## src/rtl/apsrt_pkg.sv

```systemverilog
// apsrt_pkg: shared widths, reset values, register indexes and types
// for the audio pll sof rate tracker; used by apsrt_div and the top level
// no dependencies
package apsrt_pkg;

  localparam int NOMINAL_W   = 24;
  localparam int STEP_W      = 20;
  localparam int INTERVAL_W  = 8;
  localparam int FRAC_W      = 30;
  localparam int AVG_INIT_W  = 24;
  localparam int CAPTURE_W   = 32;
  localparam int AVERAGE_W   = 32;
  localparam int ERROR_W     = 32;

  localparam int CFG_INDEX_W = 3;
  localparam int CFG_DATA_W  = 30;
  localparam int IN_TDATA_W  = 40;
  localparam int OUT_TDATA_W = 64;

  localparam int AVERAGE_SHIFT_DEF = 3;
  localparam int WINDOW_SHIFT_DEF  = 7;

  localparam logic [CFG_INDEX_W-1:0] REG_NOMINAL  = 3'd0;
  localparam logic [CFG_INDEX_W-1:0] REG_STEP     = 3'd1;
  localparam logic [CFG_INDEX_W-1:0] REG_INTERVAL = 3'd2;
  localparam logic [CFG_INDEX_W-1:0] REG_FRAC     = 3'd3;
  localparam logic [CFG_INDEX_W-1:0] REG_AVG      = 3'd4;

  localparam logic [NOMINAL_W-1:0]  NOMINAL_RST  = 24'd24576;
  localparam logic [STEP_W-1:0]     STEP_RST     = 20'd1;
  localparam logic [INTERVAL_W-1:0] INTERVAL_RST = 8'd8;
  localparam logic [FRAC_W-1:0]     FRAC_RST     = 30'd0;
  localparam logic [AVG_INIT_W-1:0] AVG_RST      = 24'd24576;
  localparam logic [FRAC_W-1:0]     FRAC_MAX     = {FRAC_W{1'b1}};

  typedef struct packed {
    logic busy;
    logic done;
  } div_stat_t;

endpackage

```

## src/rtl/apsrt_div.sv

```systemverilog
// apsrt_div: restoring divider, one quotient bit per cycle
// depends on apsrt_pkg for div_stat_t
module apsrt_div import apsrt_pkg::*; #(
  parameter int DVD_W = 32,
  parameter int DSR_W = 20
) (
  input  logic             clk,
  input  logic             rst_n,
  input  logic             start,
  input  logic [DVD_W-1:0] dividend,
  input  logic [DSR_W-1:0] divisor,
  output logic [DVD_W-1:0] quotient,
  output div_stat_t        stat
);

  localparam int CNT_W = $clog2(DVD_W + 1);

  logic [DVD_W-1:0] quo_r;
  logic [DSR_W-1:0] rem_r;
  logic [DSR_W-1:0] dsr_r;
  logic [CNT_W-1:0] cnt_r;
  logic             busy_r;
  logic             done_r;

  logic [DSR_W:0]   shifted;
  logic             ge;
  logic [DSR_W:0]   diff;
  logic [DSR_W-1:0] rem_nxt;

  // shift the next dividend bit into the partial remainder
  assign shifted = {rem_r, quo_r[DVD_W-1]};
  assign ge      = shifted >= {1'b0, dsr_r};
  assign diff    = shifted - {1'b0, dsr_r};
  assign rem_nxt = ge ? diff[DSR_W-1:0] : shifted[DSR_W-1:0];

  always_ff @(posedge clk) begin
    if (!rst_n) begin
      busy_r <= 1'b0;
      done_r <= 1'b0;
      cnt_r  <= '0;
    end else begin
      done_r <= 1'b0;
      if (start) begin
        busy_r <= 1'b1;
        cnt_r  <= CNT_W'(DVD_W);
      end else if (busy_r) begin
        cnt_r <= cnt_r - 1'b1;
        if (cnt_r == CNT_W'(1)) begin
          busy_r <= 1'b0;
          done_r <= 1'b1;
        end
      end
    end
  end

  always_ff @(posedge clk) begin
    if (start) begin
      quo_r <= dividend;
      rem_r <= '0;
      dsr_r <= divisor;
    end else if (busy_r) begin
      quo_r <= {quo_r[DVD_W-2:0], ge};
      rem_r <= rem_nxt;
    end
  end

  assign quotient  = quo_r;
  assign stat.busy = busy_r;
  assign stat.done = done_r;

endmodule

```

## src/rtl/audio_pll_sof_rate_tracker.sv

```systemverilog
// audio_pll_sof_rate_tracker: tracks the usb frame rate against the audio pll
// and computes pll fraction corrections; depends on apsrt_pkg and apsrt_div
//
// usage:
//   in_*   one transaction per start-of-frame event: tdata[31:0] holds the
//          captured pll tick count, tdata[32] the link-attached flag
//   out_*  one result transaction per event: pll write strobe, fraction,
//          measured flag and signed tick error (see port comments)
//   cfg_*  register writes (index 0..4), taken at any time, meant for idle
// sequence: an event off the measuring interval goes straight to the output
//   state; one that fails the attach or window check passes the window check
//   first; a measured event runs a window check, the moving-average update
//   and a 32-step serial divide of the error by the step size
// throughput: one event at a time; the next event is accepted once the
//   result has moved into the output register
// reset: registers load their reset values, frame counter starts at one
// stall: a held result stays in the output register; a further result
//   waits in the sequencer, which takes no new event meanwhile
module audio_pll_sof_rate_tracker import apsrt_pkg::*; #(
  parameter int AVERAGE_SHIFT = AVERAGE_SHIFT_DEF,
  parameter int WINDOW_SHIFT  = WINDOW_SHIFT_DEF
) (
  input  logic                   clk,
  input  logic                   rst_n,
  // [31:0] capture_value, [32] link_attached, [39:33] zero
  input  logic [IN_TDATA_W-1:0]  in_tdata,
  input  logic                   in_tvalid,
  output logic                   in_tready,
  // [0] pll_write, [30:1] pll_fraction, [31] measured, [63:32] tick_error
  output logic [OUT_TDATA_W-1:0] out_tdata,
  output logic                   out_tvalid,
  input  logic                   out_tready,
  input  logic                   cfg_valid,
  output logic                   cfg_ready,
  input  logic [CFG_INDEX_W-1:0] cfg_index,
  input  logic [CFG_DATA_W-1:0]  cfg_data
);

  localparam int REM_W = AVERAGE_SHIFT + 1;
  localparam int SUM_W = AVERAGE_SHIFT + 2;
  localparam logic signed [SUM_W-1:0] REM_LIM = SUM_W'(1) <<< AVERAGE_SHIFT;

  localparam logic [2:0] S_IDLE = 3'd0;
  localparam logic [2:0] S_WIN  = 3'd1;
  localparam logic [2:0] S_AVG1 = 3'd2;
  localparam logic [2:0] S_AVG2 = 3'd3;
  localparam logic [2:0] S_ERR  = 3'd4;
  localparam logic [2:0] S_DIV  = 3'd5;
  localparam logic [2:0] S_SAT  = 3'd6;
  localparam logic [2:0] S_OUT  = 3'd7;

  logic [2:0]            state_r;
  logic [NOMINAL_W-1:0]  nominal_r;
  logic [STEP_W-1:0]     step_r;
  logic [INTERVAL_W-1:0] interval_r;
  logic [INTERVAL_W-1:0] frame_cnt_r;
  logic [CAPTURE_W-1:0]  last_cap_r;
  logic [AVERAGE_W-1:0]  avg_r;
  logic [REM_W-1:0]      rem_r;
  logic [FRAC_W-1:0]     frac_r;

  logic [CAPTURE_W-1:0]  period_r;
  logic                  attached_r;
  logic signed [32:0]    diff_r;
  logic                  err_neg_r;
  logic                  res_write_r;
  logic                  res_meas_r;
  logic [ERROR_W-1:0]    res_err_r;

  logic                  out_valid_r;
  logic                  out_write_r;
  logic [FRAC_W-1:0]     out_frac_r;
  logic                  out_meas_r;
  logic [ERROR_W-1:0]    out_err_r;

  logic                  in_fire;
  logic                  out_load;

  // window check
  logic signed [32:0]    dev_s;
  logic [32:0]           dev_abs;
  logic                  in_window;

  // moving average
  logic [32:0]           diff_mag;
  logic [32:0]           mag_q;
  logic [32:0]           q_full;
  logic [SUM_W-1:0]      r0;
  logic signed [SUM_W-1:0] rem_sum;
  logic [1:0]            q2;
  logic [SUM_W-1:0]      rem_adj;
  logic [AVERAGE_W-1:0]  avg_nxt;

  // error and divide
  logic signed [32:0]    err_s;
  logic [32:0]           err_abs;
  logic [STEP_W-1:0]     div_step;
  logic                  div_start;
  logic [31:0]           delta;
  div_stat_t             div_stat;

  // saturation
  logic [32:0]           f_sub;
  logic [32:0]           f_add;
  logic [FRAC_W-1:0]     frac_nxt;

  assign in_tready = (state_r == S_IDLE);
  assign in_fire   = in_tvalid && in_tready;
  assign cfg_ready = 1'b1;
  assign out_load  = (state_r == S_OUT) && (!out_valid_r || out_tready);

  assign dev_s     = $signed({1'b0, period_r}) - $signed({9'b0, nominal_r});
  assign dev_abs   = dev_s[32] ? 33'(-dev_s) : 33'(dev_s);
  assign in_window = dev_abs < 33'(nominal_r >> WINDOW_SHIFT);

  // truncating division of the difference by the average weight
  assign diff_mag = diff_r[32] ? 33'(-diff_r) : 33'(diff_r);
  assign mag_q    = diff_mag >> AVERAGE_SHIFT;
  assign q_full   = diff_r[32] ? 33'(-mag_q) : mag_q;
  assign r0       = diff_r[32] ? SUM_W'(-{2'b0, diff_mag[AVERAGE_SHIFT-1:0]})
                               : {2'b0, diff_mag[AVERAGE_SHIFT-1:0]};
  assign rem_sum  = $signed({rem_r[REM_W-1], rem_r}) + $signed(r0);

  // carried remainder spills at most one unit either way
  always_comb begin
    if (rem_sum >= REM_LIM) begin
      q2      = 2'b01;
      rem_adj = SUM_W'(rem_sum - REM_LIM);
    end else if (rem_sum <= -REM_LIM) begin
      q2      = 2'b11;
      rem_adj = SUM_W'(rem_sum + REM_LIM);
    end else begin
      q2      = 2'b00;
      rem_adj = SUM_W'(rem_sum);
    end
  end

  assign avg_nxt = avg_r + q_full[AVERAGE_W-1:0] + {{(AVERAGE_W-2){q2[1]}}, q2};

  assign err_s     = $signed({1'b0, avg_r}) - $signed({9'b0, nominal_r});
  assign err_abs   = err_s[32] ? 33'(-err_s) : 33'(err_s);
  assign div_step  = (step_r == '0) ? STEP_W'(1) : step_r;
  assign div_start = (state_r == S_ERR);

  apsrt_div #(
    .DVD_W (32),
    .DSR_W (STEP_W)
  ) u_div (
    .clk      (clk),
    .rst_n    (rst_n),
    .start    (div_start),
    .dividend (err_abs[31:0]),
    .divisor  (div_step),
    .quotient (delta),
    .stat     (div_stat)
  );

  assign f_sub = {3'b0, frac_r} - {1'b0, delta};
  assign f_add = {3'b0, frac_r} + {1'b0, delta};

  always_comb begin
    if (!err_neg_r) begin
      frac_nxt = f_sub[32] ? '0 : f_sub[FRAC_W-1:0];
    end else begin
      frac_nxt = (f_add > {3'b0, FRAC_MAX}) ? FRAC_MAX : f_add[FRAC_W-1:0];
    end
  end

  // sequencer and tracking state
  always_ff @(posedge clk) begin
    if (!rst_n) begin
      state_r     <= S_IDLE;
      nominal_r   <= NOMINAL_RST;
      step_r      <= STEP_RST;
      interval_r  <= INTERVAL_RST;
      frame_cnt_r <= INTERVAL_W'(1);
      last_cap_r  <= '0;
      avg_r       <= {{(AVERAGE_W-AVG_INIT_W){1'b0}}, AVG_RST};
      rem_r       <= '0;
      frac_r      <= FRAC_RST;
    end else begin
      if (cfg_valid && cfg_ready) begin
        case (cfg_index)
          REG_NOMINAL:  nominal_r  <= cfg_data[NOMINAL_W-1:0];
          REG_STEP:     step_r     <= cfg_data[STEP_W-1:0];
          REG_INTERVAL: interval_r <= cfg_data[INTERVAL_W-1:0];
          REG_FRAC:     frac_r     <= cfg_data[FRAC_W-1:0];
          REG_AVG: begin
            avg_r <= {{(AVERAGE_W-AVG_INIT_W){1'b0}}, cfg_data[AVG_INIT_W-1:0]};
            rem_r <= '0;
          end
          default: ;
        endcase
      end
      case (state_r)
        S_IDLE: begin
          if (in_fire) begin
            if (frame_cnt_r != interval_r) begin
              frame_cnt_r <= frame_cnt_r + 1'b1;
              state_r     <= S_OUT;
            end else begin
              frame_cnt_r <= INTERVAL_W'(1);
              last_cap_r  <= in_tdata[CAPTURE_W-1:0];
              state_r     <= S_WIN;
            end
          end
        end
        S_WIN:  state_r <= (attached_r && in_window) ? S_AVG1 : S_OUT;
        S_AVG1: state_r <= S_AVG2;
        S_AVG2: begin
          avg_r   <= avg_nxt;
          rem_r   <= rem_adj[REM_W-1:0];
          state_r <= S_ERR;
        end
        S_ERR:  state_r <= S_DIV;
        S_DIV: begin
          if (div_stat.done) begin
            state_r <= S_SAT;
          end
        end
        S_SAT: begin
          if (delta != '0) begin
            frac_r <= frac_nxt;
          end
          state_r <= S_OUT;
        end
        S_OUT: begin
          if (out_load) begin
            state_r <= S_IDLE;
          end
        end
        default: state_r <= S_IDLE;
      endcase
    end
  end

  // per-event working registers
  always_ff @(posedge clk) begin
    if (in_fire) begin
      period_r    <= in_tdata[CAPTURE_W-1:0] - last_cap_r;
      attached_r  <= in_tdata[CAPTURE_W];
      res_write_r <= 1'b0;
      res_meas_r  <= 1'b0;
      res_err_r   <= '0;
    end
    if (state_r == S_AVG1 - 3'd1) begin
      diff_r <= $signed({1'b0, period_r}) - $signed({1'b0, avg_r});
    end
    if (state_r == S_ERR) begin
      err_neg_r  <= err_s[32];
      res_meas_r <= 1'b1;
      res_err_r  <= err_s[ERROR_W-1:0];
    end
    if (state_r == S_SAT) begin
      res_write_r <= (delta != '0);
    end
  end

  // output register
  always_ff @(posedge clk) begin
    if (!rst_n) begin
      out_valid_r <= 1'b0;
    end else if (out_load) begin
      out_valid_r <= 1'b1;
    end else if (out_tready) begin
      out_valid_r <= 1'b0;
    end
  end

  always_ff @(posedge clk) begin
    if (out_load) begin
      out_write_r <= res_write_r;
      out_frac_r  <= (state_r == S_OUT) ? frac_r : out_frac_r;
      out_meas_r  <= res_meas_r;
      out_err_r   <= res_err_r;
    end
  end

  assign out_tvalid = out_valid_r;
  assign out_tdata  = {out_err_r, out_meas_r, out_frac_r, out_write_r};

endmodule
```

## config.mk

```make
export PLATFORM = sky130hd
export DESIGN_NAME = audio_pll_sof_rate_tracker
export DESIGN_NICKNAME = d
export VERILOG_FILES = /design/src/rtl/apsrt_pkg.sv /design/src/rtl/apsrt_div.sv /design/src/rtl/audio_pll_sof_rate_tracker.sv
export SDC_FILE = /design/constraint.sdc
export NUM_CORES = 1
export LEC_CHECK = 0
export BUFFER_PORTS_ARGS = -buffer_cell sky130_fd_sc_hd__buf_2
export CAP_MARGIN = 40
export CORE_MARGIN = 2
export CORE_UTILIZATION = 45
export DETAILED_ROUTE_END_ITERATION = 16
export PLACE_DENSITY_LB_ADDON = 0.08
export SETUP_SLACK_MARGIN = 0.3
export SYNTH_ARGS = -nofsm -noshare
export SYNTH_HDL_FRONTEND = slang
export SYNTH_SLANG_ARGS = --single-unit
```

## constraint.sdc

```tcl
create_clock -name clk -period 15.7 [get_ports clk]
set_clock_uncertainty 0.15 [all_clocks]
set_input_delay 1.57 -clock clk [delete_from_list [all_inputs] [get_ports clk]]
set_output_delay 1.57 -clock clk [all_outputs]
set_load 0.02 [all_outputs]
```

==> flow_results.xml <==
<?xml version="1.0" encoding="UTF-8"?>
<metrics>
  <group name="floorplanning">
    <metric name="floorplan.initialDensity" unit="%">45.6</metric>
    <metric name="chipWidth" unit="um">265</metric>
    <metric name="design.portCount" unit="">145</metric>
    <metric name="floorplan.core_area" unit="mm2">0.0674</metric>
    <metric name="die-area" unit="mm2">0.0703</metric>
    <metric name="floorplan.die.height" unit="um">265</metric>
    <metric name="num_rows" unit="">95</metric>
  </group>
  <group name="clock_tree">
    <metric name="cts-root-buf" unit="">sky130_fd_sc_hd__clkbuf_16</metric>
    <metric name="cts-root-to-sink-buffers" unit="">3</metric>
    <metric name="insertion_delay" unit="ps">640</metric>
    <metric name="ctsHoldBuffers" unit="">0</metric>
    <metric name="cts-buffers-inserted" unit="">49</metric>
    <metric name="post_cts_resize_count" unit="">0</metric>
    <metric name="cts_tree" unit="">built</metric>
    <metric name="cts.repair_timing.setup_buffer_count" unit="">0</metric>
    <metric name="cts.sinks" unit="">407</metric>
    <metric name="cts.reportedPaths.clkPinSlew" unit="ps">60</metric>
    <metric name="ctsHtreeMaxLevel" unit="">2</metric>
  </group>
  <group name="critical_path">
    <metric name="critPathKind" unit="">reg -&gt; reg</metric>
    <metric name="data_arrival_time_of_the_worst_path" unit="ps">8550</metric>
    <metric name="cp_slowest_stage_delay" unit="ps">680</metric>
    <metric name="crit_path_start_kind" unit="">register</metric>
    <metric name="worst_setup_path_end_kind" unit="">register</metric>
    <metric name="worstPathRequired" unit="ps">16110</metric>
    <metric name="max_stage_delay_cell_worst_path" unit="">sky130_fd_sc_hd__o311ai_0</metric>
    <metric name="r2r_start" unit="">diff_r[32]</metric>
    <metric name="cp_max_fo" unit="">49</metric>
    <metric name="worst_setup_path_startpoint" unit="">diff_r[32]</metric>
  </group>
  <group name="placement">
    <metric name="dp_slack" unit="ps">7610</metric>
    <metric name="dpl.hpwl" unit="mm">75.0</metric>
    <metric name="place_area" unit="mm2">0.0322</metric>
    <metric name="place.detailed.instances" unit="">4451</metric>
    <metric name="gp_congestion" unit="">0.926</metric>
    <metric name="port_buffers" unit="">136</metric>
  </group>
  <group name="logic_synthesis">
    <metric name="synth_top_cell_area_share" unit="%">21.1</metric>
    <metric name="postSynthAreaPerCell" unit="um2">8.60</metric>
    <metric name="seq_area_frac_synth" unit="%">33.6</metric>
    <metric name="synth.distinct_cells" unit="">87</metric>
    <metric name="synth_fp_nets" unit="">3939</metric>
    <metric name="synth.largest_area_cell" unit="">sky130_fd_sc_hd__edfxtp_1</metric>
    <metric name="cell_area_after_synthesis" unit="mm2">0.0307</metric>
    <metric name="synth_flop_cell" unit="">sky130_fd_sc_hd__edfxtp_1</metric>
    <metric name="synth.yosys.warnings" unit="">0</metric>
    <metric name="synth_top_cells_by_count" unit="">sky130_fd_sc_hd__nand2_1, sky130_fd_sc_hd__inv_1, sky130_fd_sc_hd__a21oi_1</metric>
    <metric name="cell_count_after_synthesis" unit="">3572</metric>
    <metric name="yosys.cell_count.top_type" unit="">sky130_fd_sc_hd__nand2_1</metric>
    <metric name="synth_async_sr_flop_share" unit="%">0</metric>
    <metric name="yosys-top-cells-area" unit="">sky130_fd_sc_hd__edfxtp_1, sky130_fd_sc_hd__dfxtp_1, sky130_fd_sc_hd__ha_1</metric>
    <metric name="ys_ff_latch" unit="">407</metric>
    <metric name="synth_edf_count" unit="">216</metric>
  </group>
  <group name="drt">
    <metric name="drt_drc_violations_left" unit="">0</metric>
    <metric name="drtAntennaViolNets" unit="">0</metric>
    <metric name="post_drt_via_cell_ratio" unit="">5.85</metric>
    <metric name="first_pass_iters" unit="">6</metric>
    <metric name="finalWirelength" unit="mm">97.2</metric>
    <metric name="drtIter0Drc" unit="">2241</metric>
    <metric name="routed_wire_length_per_instance" unit="um">21.4</metric>
    <metric name="detailroute.via_count" unit="">26600</metric>
  </group>
  <group name="job">
    <metric name="max-cap-violations" unit="">0</metric>
  </group>
  <group name="sta">
    <metric name="worst_hold_slack" unit="ps">270</metric>
    <metric name="slew_viol_final" unit="">0</metric>
    <metric name="fin_tns_setup" unit="ps">0</metric>
    <metric name="setup_viol" unit="">0</metric>
    <metric name="relative_slew_slack" unit="%">39.4</metric>
    <metric name="worst_slew_pin_slew" unit="ps">908</metric>
    <metric name="setup_repair_after_global_routing_missed_its_margin" unit="">no</metric>
    <metric name="post-route-min-period" unit="ps">8140</metric>
    <metric name="timing.final.crit_share" unit="%">51.8</metric>
    <metric name="clock.fmax" unit="GHz">0.123</metric>
    <metric name="worst_setup_slack_final" unit="ps">7560</metric>
    <metric name="finalHoldViolations" unit="">0</metric>
  </group>
  <group name="grt">
    <metric name="grt_start_max_net_pins" unit="">79</metric>
    <metric name="first_global_vias" unit="">25300</metric>
    <metric name="grt_util_all_layers" unit="%">27.3</metric>
    <metric name="antenna_found_initial" unit="">0</metric>
    <metric name="grt-ovfl-total" unit="">0</metric>
    <metric name="first_pass_grt_wire_length" unit="mm">149</metric>
  </group>
  <group name="power">
    <metric name="power_leakage" unit="nW">13.8</metric>
    <metric name="vdd_ir_drop_max" unit="V">0.0000935</metric>
    <metric name="cellPowerDensity" unit="mW/mm2">203</metric>
    <metric name="pnr_total_power" unit="mW">6.88</metric>
  </group>
  <group name="final_layout">
    <metric name="antenna_diode_instance_count" unit="">0</metric>
    <metric name="share_of_cells_above_drive_strength_1" unit="%">8.47</metric>
    <metric name="layout-area-overhead-vs-synth" unit="%">10.4</metric>
    <metric name="post_layout_nonfiller_instances" unit="">4543</metric>
    <metric name="final_core_utilization" unit="%">50.3</metric>
    <metric name="post_layout_instance_area" unit="mm2">0.0339</metric>
    <metric name="num-nets-final" unit="">3996</metric>
    <metric name="nFillCells" unit="">6446</metric>
  </group>
  <group name="hold_path">
    <metric name="hold_path_class" unit="">reg -&gt; reg</metric>
    <metric name="holdCritStartpoint" unit="">res_err_r[4]</metric>
  </group>
  <group name="status">
    <metric name="status" unit="">completed</metric>
  </group>
</metrics>
## state kept, by name, indices dropped and copies added, names as in the netlist, 30 cells and up
name and flops:
frac_r 30, avg_r 32, out_err_r 32, out_frac_r 30, period_r 32, u_div.quotient 32
res_err_r 32, diff_r 33, last_cap_r 32
## worst max-delay path, delay by kind of cell, from the launching register on
kind / cells / cell delay [ps]
compound gates: 11 / 2990
xor+xnor: 3 / 590
fa+ha+maj: 4 / 1530
buf+inv: 5 / 1420
flops: 1 / 320
mux: 1 / 280
simple gates: 4 / 760
## cells by family (layout without fill, tap and decap cells)
family / count (synthesis) / count (layout) / share of synthesized area, %
AO/OA/AOI/OAI: 971 / 971 / 20.5
XOR/XNOR: 255 / 255 / 7.30
adder cells (fa/ha/maj): 289 / 289 / 12.8
buffers and inverters: 462 / 560 / 5.74
flip-flops: 407 / 407 / 33.6
multiplexers: 101 / 101 / 3.32
other: 1 / 1 / 0.0122
AND/OR/NAND/NOR: 1086 / 1086 / 16.8
## cell type report
| cell class | instances | area, um2 | share of cell area (%) |
|---|---|---|---|
| multi-input combinational | 2703 | 18700 | 55.1 |
| timing repair buffer | 169 | 996 | 2.94 |
| clock buffer | 60 | 1310 | 3.86 |
| clock inverter | 32 | 378 | 1.12 |
| inverter | 299 | 1120 | 3.32 |
| tap | 873 | 1090 | 3.22 |
| sequential | 407 | 10300 | 30.4 |
## final timing paths
kind	to	slack, ps	cells past startpoint
worst max register to register	avg_r[30]	7560	28
worst min register to register	out_err_r[4]	270	0
worst min-delay path	out_err_r[4]	270	0
worst max-delay path	avg_r[30]	7560	28
## per-layer routing
layer | part of all wire (%) | wire (um) | vias to the layer above | track usage (%)
met1 | 45 | 43300 | 12600 | 36.3
met3 | 5.1 | 4950 | 184 | 2.96
met4 | 4.9 | 4760 | 0 | 12.5
met5 | 0 | 0 | - | 0
li1 | - | - | 12900 | -
met2 | 45 | 44200 | 805 | 44.6
## where the power goes
group	internal (mW)	switching [mW]	leakage, nW
sequential	1.46	0.288	3.57
clock	0.684	0.510	0.804
combinational	1.53	2.41	9.39
total	3.68	3.20	13.8
## layout by cell type (no fill, tap or decap), types with 18 or more instances in the layout
cell type / instances
sky130_fd_sc_hd__nand2_1: 336
sky130_fd_sc_hd__inv_1: 296
sky130_fd_sc_hd__a21oi_1: 287
sky130_fd_sc_hd__nor2_1: 278
sky130_fd_sc_hd__ha_1: 249
sky130_fd_sc_hd__edfxtp_1: 216
sky130_fd_sc_hd__o21ai_0: 201
sky130_fd_sc_hd__dfxtp_1: 191
sky130_fd_sc_hd__xnor2_1: 161
sky130_fd_sc_hd__buf_2: 138
sky130_fd_sc_hd__mux2i_1: 95
sky130_fd_sc_hd__xor2_1: 93
sky130_fd_sc_hd__a21o_1: 81
sky130_fd_sc_hd__nor3_1: 78
sky130_fd_sc_hd__nand3_1: 77
sky130_fd_sc_hd__nand2b_1: 52
sky130_fd_sc_hd__clkbuf_16: 49
sky130_fd_sc_hd__nor4_1: 44
sky130_fd_sc_hd__a211oi_1: 41
sky130_fd_sc_hd__fa_1: 40
sky130_fd_sc_hd__nor2b_1: 38
sky130_fd_sc_hd__or3_1: 37
sky130_fd_sc_hd__a31oi_1: 32
sky130_fd_sc_hd__o21a_1: 29
sky130_fd_sc_hd__nand4_1: 29
sky130_fd_sc_hd__o211ai_1: 29
sky130_fd_sc_hd__o31ai_1: 28
sky130_fd_sc_hd__o21bai_1: 28
sky130_fd_sc_hd__buf_4: 27
sky130_fd_sc_hd__a221oi_1: 25
sky130_fd_sc_hd__or2_2: 21
sky130_fd_sc_hd__and2_1: 19
sky130_fd_sc_hd__o22ai_1: 19
sky130_fd_sc_hd__and3_1: 18
Note: power is estimated with default switching activity, not from simulation.
